## src/sv/ssds_pkg.sv

```systemverilog
// ----------------------------------------------------------------------------
// ssds_pkg
// shared widths, codes and types of the sign split dual stack
// ----------------------------------------------------------------------------
package ssds_pkg;

  localparam int unsigned CLASS_CAP   = 32;
  localparam int unsigned STORE_DEPTH = 64;
  localparam int unsigned MAX_RESULTS = 32;

  localparam int unsigned WORD_W   = 32;
  localparam int unsigned KIND_W   = 3;
  localparam int unsigned STATUS_W = 2;
  localparam int unsigned LIM_W    = 6;
  localparam int unsigned CFG_IDX_W = 1;

  localparam int unsigned ADDR_W = $clog2(STORE_DEPTH);
  localparam int unsigned FILL_W = $clog2(STORE_DEPTH + 1);
  localparam int unsigned CNT_W  = $clog2(CLASS_CAP + 1);
  localparam int unsigned NRES_W = $clog2(MAX_RESULTS + 1);

  localparam int unsigned LC_W = (LIM_W > CNT_W) ? LIM_W : CNT_W;
  localparam int unsigned RC_W = (CNT_W > NRES_W) ? CNT_W : NRES_W;

  localparam int unsigned IN_TDATA_W  = ((KIND_W + WORD_W + 7) / 8) * 8;
  localparam int unsigned OUT_TDATA_W = ((STATUS_W + WORD_W + 7) / 8) * 8;

  localparam logic [LIM_W-1:0] LIM_RST = LIM_W'(32);

  localparam logic [CFG_IDX_W-1:0] REG_NONNEG_LIMIT = 1'd0;
  localparam logic [CFG_IDX_W-1:0] REG_NEG_LIMIT    = 1'd1;

  typedef enum logic [KIND_W-1:0] {
    KIND_PUSH     = 3'd0,
    KIND_POP_NN   = 3'd1,
    KIND_POP_NG   = 3'd2,
    KIND_LIST_NN  = 3'd3,
    KIND_LIST_NG  = 3'd4
  } kind_e;

  typedef enum logic [STATUS_W-1:0] {
    ST_OK      = 2'd0,
    ST_FULL    = 2'd1,
    ST_EMPTY   = 2'd2,
    ST_BADKIND = 2'd3
  } status_e;

  typedef struct packed {
    logic [CNT_W-1:0] nonneg;
    logic [CNT_W-1:0] neg;
  } lim_t;

  typedef struct packed {
    logic              we;
    logic [ADDR_W-1:0] waddr;
    logic [WORD_W-1:0] wdata;
    logic              re;
    logic [ADDR_W-1:0] raddr;
  } mem_req_t;

  typedef struct packed {
    logic              busy;
    logic [FILL_W-1:0] fill;
    logic [CNT_W-1:0]  nn_cnt;
    logic [CNT_W-1:0]  ng_cnt;
  } stat_t;

endpackage

```

## src/sv/ssds_store.sv

```systemverilog
// ----------------------------------------------------------------------------
// ssds_store
// word store: one write and one read port, registered read data
// ----------------------------------------------------------------------------
module ssds_store (
  input  logic                             clk_i,
  input  ssds_pkg::mem_req_t               req_i,
  output logic [ssds_pkg::WORD_W-1:0]      rdata_o
);
  import ssds_pkg::*;

  logic [WORD_W-1:0] mem_q [STORE_DEPTH];
  logic [WORD_W-1:0] rdata_q;

  always_ff @(posedge clk_i) begin
    if (req_i.we) begin
      mem_q[req_i.waddr] <= req_i.wdata;
    end
  end

  // read data holds while no read is issued
  always_ff @(posedge clk_i) begin
    if (req_i.re) begin
      rdata_q <= mem_q[req_i.raddr];
    end
  end

  assign rdata_o = rdata_q;

endmodule

```

## src/sv/ssds_ctrl.sv

```systemverilog
// ----------------------------------------------------------------------------
// ssds_ctrl
// command sequencer: push, scan for pop and list, shift down after a pop
// ----------------------------------------------------------------------------
module ssds_ctrl (
  input  logic                              clk_i,
  input  logic                              rst_ni,
  input  logic                              in_vld_i,
  output logic                              in_rdy_o,
  input  logic [ssds_pkg::KIND_W-1:0]       kind_i,
  input  logic [ssds_pkg::WORD_W-1:0]       value_i,
  output logic                              out_vld_o,
  input  logic                              out_rdy_i,
  output logic [ssds_pkg::STATUS_W-1:0]     status_o,
  output logic [ssds_pkg::WORD_W-1:0]       data_o,
  output logic                              last_o,
  input  ssds_pkg::lim_t                    lim_i,
  output ssds_pkg::mem_req_t                req_o,
  input  logic [ssds_pkg::WORD_W-1:0]       rdata_i,
  output ssds_pkg::stat_t                   stat_o
);
  import ssds_pkg::*;

  typedef enum logic [1:0] {
    IDLE,
    SCAN,
    SHIFT
  } state_e;

  state_e            state_q, state_d;
  logic              neg_q, neg_d;
  logic              pop_q, pop_d;
  logic [FILL_W-1:0] rem_q, rem_d;
  logic              rdv_q, rdv_d;
  logic [ADDR_W-1:0] chk_q, chk_d;
  logic [FILL_W-1:0] src_q, src_d;
  logic [NRES_W-1:0] emit_q, emit_d;
  logic [NRES_W-1:0] tot_q, tot_d;
  logic [FILL_W-1:0] fill_q, fill_d;
  logic [CNT_W-1:0]  nn_cnt_q, nn_cnt_d;
  logic [CNT_W-1:0]  ng_cnt_q, ng_cnt_d;
  logic              out_vld_q, out_vld_d;
  status_e           out_status_q, out_status_d;
  logic [WORD_W-1:0] out_data_q, out_data_d;
  logic              out_last_q, out_last_d;

  logic              out_free;
  logic              acc;
  logic              push_neg;
  logic [CNT_W-1:0]  push_cnt;
  logic [CNT_W-1:0]  push_lim;
  logic              cmd_neg;
  logic [CNT_W-1:0]  cmd_cnt;
  logic              match;
  logic [NRES_W-1:0] list_tot;
  logic              list_last;
  mem_req_t          req;

  assign out_free = !out_vld_q || out_rdy_i;
  assign in_rdy_o = (state_q == IDLE) && out_free;
  assign acc      = in_vld_i && in_rdy_o;

  assign push_neg = value_i[WORD_W-1];
  assign push_cnt = push_neg ? ng_cnt_q : nn_cnt_q;
  assign push_lim = push_neg ? lim_i.neg : lim_i.nonneg;

  assign cmd_neg  = (kind_e'(kind_i) == KIND_POP_NG) || (kind_e'(kind_i) == KIND_LIST_NG);
  assign cmd_cnt  = cmd_neg ? ng_cnt_q : nn_cnt_q;
  assign list_tot = (RC_W'(cmd_cnt) < RC_W'(MAX_RESULTS)) ? NRES_W'(cmd_cnt)
                                                           : NRES_W'(MAX_RESULTS);

  assign match     = rdv_q && (rdata_i[WORD_W-1] == neg_q);
  assign list_last = ((emit_q + NRES_W'(1)) == tot_q);

  always_comb begin
    state_d      = state_q;
    neg_d        = neg_q;
    pop_d        = pop_q;
    rem_d        = rem_q;
    rdv_d        = rdv_q;
    chk_d        = chk_q;
    src_d        = src_q;
    emit_d       = emit_q;
    tot_d        = tot_q;
    fill_d       = fill_q;
    nn_cnt_d     = nn_cnt_q;
    ng_cnt_d     = ng_cnt_q;
    out_vld_d    = out_vld_q && !out_rdy_i;
    out_status_d = out_status_q;
    out_data_d   = out_data_q;
    out_last_d   = out_last_q;
    req          = '0;

    case (state_q)
      IDLE: begin
        if (acc) begin
          out_data_d = '0;
          out_last_d = 1'b1;
          case (kind_e'(kind_i))
            KIND_PUSH: begin
              out_vld_d = 1'b1;
              if (push_cnt >= push_lim || fill_q >= FILL_W'(STORE_DEPTH)) begin
                out_status_d = ST_FULL;
              end else begin
                out_status_d = ST_OK;
                req.we       = 1'b1;
                req.waddr    = fill_q[ADDR_W-1:0];
                req.wdata    = value_i;
                fill_d       = fill_q + FILL_W'(1);
                if (push_neg) begin
                  ng_cnt_d = ng_cnt_q + CNT_W'(1);
                end else begin
                  nn_cnt_d = nn_cnt_q + CNT_W'(1);
                end
              end
            end
            KIND_POP_NN, KIND_POP_NG, KIND_LIST_NN, KIND_LIST_NG: begin
              if (cmd_cnt == '0) begin
                out_vld_d    = 1'b1;
                out_status_d = ST_EMPTY;
              end else begin
                state_d = SCAN;
                neg_d   = cmd_neg;
                pop_d   = (kind_e'(kind_i) == KIND_POP_NN) ||
                          (kind_e'(kind_i) == KIND_POP_NG);
                rem_d   = fill_q;
                rdv_d   = 1'b0;
                emit_d  = '0;
                tot_d   = list_tot;
              end
            end
            default: begin
              out_vld_d    = 1'b1;
              out_status_d = ST_BADKIND;
            end
          endcase
        end
      end

      SCAN: begin
        // a matching word waits in the read register while the output is full
        if (!match || out_free) begin
          if (match) begin
            out_vld_d    = 1'b1;
            out_status_d = ST_OK;
            out_data_d   = rdata_i;
            out_last_d   = pop_q || list_last;
            emit_d       = emit_q + NRES_W'(1);
          end
          if (match && pop_q) begin
            state_d = SHIFT;
            src_d   = FILL_W'(chk_q) + FILL_W'(1);
            rdv_d   = 1'b0;
          end else if (match && list_last) begin
            state_d = IDLE;
            rdv_d   = 1'b0;
          end else if (rem_q != '0) begin
            req.re    = 1'b1;
            req.raddr = ADDR_W'(rem_q - FILL_W'(1));
            chk_d     = ADDR_W'(rem_q - FILL_W'(1));
            rem_d     = rem_q - FILL_W'(1);
            rdv_d     = 1'b1;
          end else begin
            rdv_d = 1'b0;
          end
        end
      end

      SHIFT: begin
        // read one entry up, write it one entry down in the next cycle
        if (rdv_q) begin
          req.we    = 1'b1;
          req.waddr = chk_q - ADDR_W'(1);
          req.wdata = rdata_i;
        end
        if (src_q < fill_q) begin
          req.re    = 1'b1;
          req.raddr = src_q[ADDR_W-1:0];
          chk_d     = src_q[ADDR_W-1:0];
          src_d     = src_q + FILL_W'(1);
          rdv_d     = 1'b1;
        end else begin
          rdv_d = 1'b0;
          if (!rdv_q) begin
            state_d = IDLE;
            fill_d  = fill_q - FILL_W'(1);
            if (neg_q) begin
              ng_cnt_d = ng_cnt_q - CNT_W'(1);
            end else begin
              nn_cnt_d = nn_cnt_q - CNT_W'(1);
            end
          end
        end
      end

      default: begin
        state_d = IDLE;
        rdv_d   = 1'b0;
      end
    endcase
  end

  always_ff @(posedge clk_i or negedge rst_ni) begin
    if (!rst_ni) begin
      state_q   <= IDLE;
      rdv_q     <= 1'b0;
      fill_q    <= '0;
      nn_cnt_q  <= '0;
      ng_cnt_q  <= '0;
      out_vld_q <= 1'b0;
      neg_q     <= 1'b0;
      pop_q     <= 1'b0;
      rem_q     <= '0;
      src_q     <= '0;
      emit_q    <= '0;
      tot_q     <= '0;
    end else begin
      state_q   <= state_d;
      rdv_q     <= rdv_d;
      fill_q    <= fill_d;
      nn_cnt_q  <= nn_cnt_d;
      ng_cnt_q  <= ng_cnt_d;
      out_vld_q <= out_vld_d;
      neg_q     <= neg_d;
      pop_q     <= pop_d;
      rem_q     <= rem_d;
      src_q     <= src_d;
      emit_q    <= emit_d;
      tot_q     <= tot_d;
    end
  end

  always_ff @(posedge clk_i) begin
    chk_q        <= chk_d;
    out_status_q <= out_status_d;
    out_data_q   <= out_data_d;
    out_last_q   <= out_last_d;
  end

  assign req_o     = req;
  assign out_vld_o = out_vld_q;
  assign status_o  = out_status_q;
  assign data_o    = out_data_q;
  assign last_o    = out_last_q;

  assign stat_o.busy   = (state_q != IDLE);
  assign stat_o.fill   = fill_q;
  assign stat_o.nn_cnt = nn_cnt_q;
  assign stat_o.ng_cnt = ng_cnt_q;

endmodule

```

## src/sv/sign_split_dual_stack.sv

```systemverilog
// ----------------------------------------------------------------------------
// sign_split_dual_stack
// two lifo classes (non-negative, negative words) in one ordered store
// ----------------------------------------------------------------------------
//  channel   | direction | content
//  s_axis    | in        | tdata: kind[2:0], value[34:3]
//  m_axis    | out       | tdata: status[1:0], data[33:2]; tlast: last word of a command
//  cfg       | in        | write 0 nonneg_limit, 1 neg_limit
//
//  push, invalid kind, empty pop or list: result registered straight into the output register
//  pop: scan from the newest word down to the hit, then shift the words above the hit down,
//  no shift when the hit is the newest word; one store access per direction per cycle
//  list: scan from the newest word down, one word per cycle unless the output register is full
//  reset clears counts and fill level; store contents are not cleared
//  a full output register stalls the scan; new commands wait for the sequencer
// ----------------------------------------------------------------------------
module sign_split_dual_stack (
  input  logic                                 clk_i,
  input  logic                                 rst_ni,
  input  logic                                 s_axis_tvalid,
  output logic                                 s_axis_tready,
  input  logic [ssds_pkg::IN_TDATA_W-1:0]      s_axis_tdata,  // kind, value
  output logic                                 m_axis_tvalid,
  input  logic                                 m_axis_tready,
  output logic [ssds_pkg::OUT_TDATA_W-1:0]     m_axis_tdata,  // status, data
  output logic                                 m_axis_tlast,
  input  logic                                 cfg_we_i,
  input  logic [ssds_pkg::CFG_IDX_W-1:0]       cfg_idx_i,
  input  logic [ssds_pkg::LIM_W-1:0]           cfg_wdata_i
);
  import ssds_pkg::*;

  logic [LIM_W-1:0]    nn_lim_q;
  logic [LIM_W-1:0]    ng_lim_q;
  lim_t                lim;
  mem_req_t            req;
  logic [WORD_W-1:0]   rdata;
  stat_t               stat;
  logic [STATUS_W-1:0] status;
  logic [WORD_W-1:0]   data;

  always_ff @(posedge clk_i or negedge rst_ni) begin
    if (!rst_ni) begin
      nn_lim_q <= LIM_RST;
      ng_lim_q <= LIM_RST;
    end else if (cfg_we_i) begin
      case (cfg_idx_i)
        REG_NONNEG_LIMIT: nn_lim_q <= cfg_wdata_i;
        REG_NEG_LIMIT:    ng_lim_q <= cfg_wdata_i;
        default: ;
      endcase
    end
  end

  // effective limit is the register clipped to the class capacity
  assign lim.nonneg = (LC_W'(nn_lim_q) < LC_W'(CLASS_CAP)) ? CNT_W'(nn_lim_q)
                                                          : CNT_W'(CLASS_CAP);
  assign lim.neg    = (LC_W'(ng_lim_q) < LC_W'(CLASS_CAP)) ? CNT_W'(ng_lim_q)
                                                          : CNT_W'(CLASS_CAP);

  ssds_store u_store (
    .clk_i   (clk_i),
    .req_i   (req),
    .rdata_o (rdata)
  );

  ssds_ctrl u_ctrl (
    .clk_i     (clk_i),
    .rst_ni    (rst_ni),
    .in_vld_i  (s_axis_tvalid),
    .in_rdy_o  (s_axis_tready),
    .kind_i    (s_axis_tdata[KIND_W-1:0]),
    .value_i   (s_axis_tdata[KIND_W+WORD_W-1:KIND_W]),
    .out_vld_o (m_axis_tvalid),
    .out_rdy_i (m_axis_tready),
    .status_o  (status),
    .data_o    (data),
    .last_o    (m_axis_tlast),
    .lim_i     (lim),
    .req_o     (req),
    .rdata_i   (rdata),
    .stat_o    (stat)
  );

  assign m_axis_tdata = {{(OUT_TDATA_W - STATUS_W - WORD_W){1'b0}}, data, status};

  a_fill_sum : assert property (@(posedge clk_i) disable iff (!rst_ni)
    FILL_W'(stat.nn_cnt) + FILL_W'(stat.ng_cnt) == stat.fill)
    else $error("fill level differs from class counts");

  a_cap : assert property (@(posedge clk_i) disable iff (!rst_ni)
    (RC_W'(stat.nn_cnt) <= RC_W'(CLASS_CAP)) && (RC_W'(stat.ng_cnt) <= RC_W'(CLASS_CAP)))
    else $error("class count above capacity");

  a_rdy_idle : assert property (@(posedge clk_i) disable iff (!rst_ni)
    s_axis_tready |-> !stat.busy)
    else $error("command taken while sequencer busy");

  a_fail_word : assert property (@(posedge clk_i) disable iff (!rst_ni)
    (m_axis_tvalid && (status != ST_OK)) |-> (data == '0) && m_axis_tlast)
    else $error("failure word carries data or is not last");

endmodule

```

## config.mk

```make
export PLATFORM = sky130hd
export DESIGN_NAME = sign_split_dual_stack
export DESIGN_NICKNAME = d
export VERILOG_FILES = /design/src/sv/ssds_pkg.sv /design/src/sv/ssds_store.sv /design/src/sv/ssds_ctrl.sv /design/src/sv/sign_split_dual_stack.sv
export SDC_FILE = /design/constraint.sdc
export NUM_CORES = 2
export LEC_CHECK = 0
export ABC_AREA = 1
export BUFFER_PORTS_ARGS = -buffer_cell sky130_fd_sc_hd__clkbuf_2
export CAP_MARGIN = 0
export CORE_MARGIN = 3
export CORE_UTILIZATION = 40
export CTS_CLUSTER_DIAMETER = 30
export DETAILED_ROUTE_END_ITERATION = 12
export SLEW_MARGIN = 0
export SYNTH_ARGS = -nofsm -noshare
export SYNTH_HDL_FRONTEND = slang
export SYNTH_SLANG_ARGS = --single-unit
```

## constraint.sdc

```tcl
create_clock -name clk_i -period 5.3 [get_ports clk_i]
set_input_delay 1.06 -clock clk_i [delete_from_list [all_inputs] [get_ports clk_i]]
set_output_delay 1.06 -clock clk_i [all_outputs]
set_load 0.02 [all_outputs]
```

==> results.md <==
* Status: finished clean
* Main combinational cell family by area after synthesis: simple AND/OR/NAND/NOR gates
* Design Power at 70.6 mW
* Global route total overflow at 0
* Setup repair bufs after CTS at 0
* Crit end category: flop
* Util after Layout at 0.490
* H-tree depth at 5
* Pre-CTS WS at -128 ps
* Grt peak-use layer: met2
* Highest Clock Rate at 215 MHz
* Synth Cell Area at 95,600 µm²
* Post-synthesis xor/xnor area fraction at 0.00257
* Die X at 495 µm
* Via Count at 66,400
* Setup ws final at 647 ps
* Syn_area_per_cell at 11.0 µm²
* DRC marker count from the first detailed-route iteration at 6,564
* RSZ-0062 raised after global routing: no
* # nets final at 8,975
* Wire per inst at 21.5 µm
* Vias in the first global route at 64,661
* Worst Path Arrival at 5300 ps
* Die ar. at 245,000 µm²
* Largest net degree at the start of global routing at 169
* Worst Hold Margin at 283 ps
* Crit path capture: u_store.mem_q[4][23]$_DFFE_PP_
* R2R setup slack at 650 ps
* Die H at 495 µm
* Clock latency on the worst-skew pair at 960 ps
* Worst-Margin Slew at 1050 ps
* EDFF count, synth at 2,121
* Layout area overhead at 21.3%
* Initial Util at 0.404
* Post-DP HPWL at 142 mm
* IO Pins at 95
* Peak supply drop at 0.693 mV
* Setup tns final at 0 ps
* Grt met1 use at 0.282
* Via density at 5.36
* Num rows at 178
* Placed Cells incl. Taps at 11,605
* Clock Path Buffers at 4
* Synth async-reset ratio at 0.0288
* Fin. Hold Viols at 0
* CTS resizes at 0
* First-pass GRT wire length at 401 mm
* Worst-path clk slew at 50 ps
* Worst r2r src: nn_lim_q[5]$_DFFE_PN1P_
* RePlAce Congestion at 0.856
* Crit Path Category: flop to flop
* Post-route cell area at 116,000 µm²
* # setup viols final at 0
* Final ANT Viol Nets at 0
* Placed Area at 102,000 µm²
* Root cell of the clock tree: clkbuf_16
* Num Clock Sinks at 2,184
* Mux contribution to synthesized area at 0
* Hold_buf cts at 0
* Core Region at 237,000 µm²
* RR Endpoint: u_store.mem_q[4][23]$_DFFE_PP_
* Slew Limit Fails at 0
* Final period util at 0.878
* Post-Route WL at 267 mm
* Proportion of layout cells with a drive suffix above 1 at 0.127
* Max-Slew Margin vs Limit at 0.298
* Total GRT Usage at 0.214
* CP Data Required Time at 5950 ps
* Cell Count, Final, Fillers Out at 12,388
* P_leak at 45.6 nW
* GR Util met3 at 0.0392
* CTS buffer count at 431
* Compound-Gate Fraction of Synth Area at 0.0115
* Synth Area in Simple Gates at 0.239
* Seq cells post-synth at 2,184
* Initial antenna violation count at 2
* Seq/Total Area, Yosys at 0.683
* CP startpoint kind: flop
* DRT Pass-1 Iters at 9
* Synth Warn # at 0
* Post-synthesis adder-cell area fraction at 0.00482
* CP max FO at 22
* DR DRC count at 0
* PD cells at 609 nW/µm²
* Hold WC Path Type: input port to async pin
* CTS tree: done
* Met2 Use GR at 0.347
* Most frequently used flop master after synthesis: edfxtp_1
* FF-to-FF path depth at 15
* Cells after synthesis at 8,662
* PortBufs at 83
* Maxcap violations at 0
* Clock Skews at 59.3 ps
* Synth cell types at 44
* Period minus WS final at 4650 ps
* Beginning of the critical path: nn_lim_q[5]$_DFFE_PN1P_
## routing by layer
layer	share of wire	up-vias
met5	0.000049	-
met4	0.040	2
li1	-	30602
met3	0.074	588
met1	0.41	32553
met2	0.48	2655
## critical path, stage by stage, from the launching register on
cell,delay (ps)
dfstp_2,360
or2_2,320
o22ai_1,210
inv_1,80
ha_1,310
a21oi_1,160
o221ai_1,140
nor4_1,180
buf_4,170
nand2_1,310
o21ai_0,520
buf_4,230
nand3_1,80
buf_4,150
nor2_4,740
buf_4,370
## final cells by class
class / instances / area (µm²)
Inverter: 758 / 2860
Tap cell: 3150 / 3940
Antenna cell: 1 / 2.50
Clock inverter: 304 / 3320
Timing Repair Buffer: 374 / 4160
Multi-Input combinational cell: 5139 / 25300
Fill cell: 20466 / 121000
Clock buffer: 478 / 11100
Sequential cell: 2184 / 65300
## cells in the final DEF, fill, tap and decap left out, types with 81 or more instances in the layout
master / instances
buf_12: 125
buf_4: 166
clkbuf_16: 435
clkbuf_2: 83
edfxtp_1: 2121
inv_1: 751
nand2_1: 2184
nand3_1: 2079
nand3b_1: 483
o21ai_0: 81
## state kept, by name, summed over array words and instances, names as in the netlist, 2 cells and up
register	count
u_ctrl.chk_q	6
u_ctrl.state_q	2
u_ctrl.nn_cnt_q	6
u_ctrl.data_o	32
u_ctrl.rem_q	7
u_store.mem_q	2048
u_ctrl.fill_q	7
u_ctrl.status_o	2
u_store.rdata_o	32
u_ctrl.tot_q	6
u_ctrl.src_q	7
nn_lim_q	6
u_ctrl.emit_q	6
u_ctrl.ng_cnt_q	6
ng_lim_q	6
## cells in the mapped netlist (3+ instances only)
master    number  share of area
a21oi_1       29         0.0015
a22o_1        31         0.0028
buf_1         46         0.0018
buf_2        306          0.016
buf_4         48         0.0038
clkbuf_1     184         0.0072
dfrtp_1       61          0.016
edfxtp_1    2121           0.67
fa_1           3        0.00063
ha_1          32         0.0042
inv_1        753          0.030
inv_2          3        0.00012
nand2_1     2185          0.086
nand2_2        4        0.00026
nand3_1     2079           0.11
nand3b_1     483          0.038
nand4_1       11        0.00072
nor2_1       110         0.0043
nor3_1         6        0.00031
nor4_1         4        0.00026
o211ai_1       6        0.00047
o21ai_0       81         0.0042
o221ai_1       3        0.00027
o22ai_1       15        0.00098
or2_2          4        0.00026
xnor2_1        8        0.00073
xor2_1        20         0.0018
## worst min-delay path by stage
| stage | start | end | depth (start not counted) |
|---|---|---|---|
| final | rst_ni | u_ctrl.out_vld_o$_DFF_PN0_ | 2 |
| after CTS | cfg_wdata_i[5] | nn_lim_q[5]$_DFFE_PN1P_ | 3 |
| after global routing | cfg_wdata_i[5] | nn_lim_q[5]$_DFFE_PN1P_ | 3 |
| after floorplan | u_ctrl.nn_cnt_q[5]$_DFFE_PN0P_ | u_ctrl.nn_cnt_q[5]$_DFFE_PN0P_ | 1 |
| after global placement | u_ctrl.nn_cnt_q[5]$_DFFE_PN0P_ | u_ctrl.nn_cnt_q[5]$_DFFE_PN0P_ | 1 |
| after detailed placement | u_ctrl.nn_cnt_q[5]$_DFFE_PN0P_ | u_ctrl.nn_cnt_q[5]$_DFFE_PN0P_ | 1 |
## cells by family after synthesis
logic type	Yosys count
xor gates and xnor gates	28
DFF	2184
other	1
and+or+nand+nor	4892
AOI/OAI and AO/OA	178
adders and majority gates	35
buffers and inverters	1344
## power breakdown
| group | switching [mW] | total (mW) | internal (mW) | leakage [nW] |
|---|---|---|---|---|
| combinational | 17.1 | 23.2 | 6.11 | 18.2 |
| clock | 8.73 | 26.7 | 17.9 | 6.95 |
| sequential | 0.403 | 20.7 | 20.3 | 20.4 |
(Power assumes the default switching activity.)
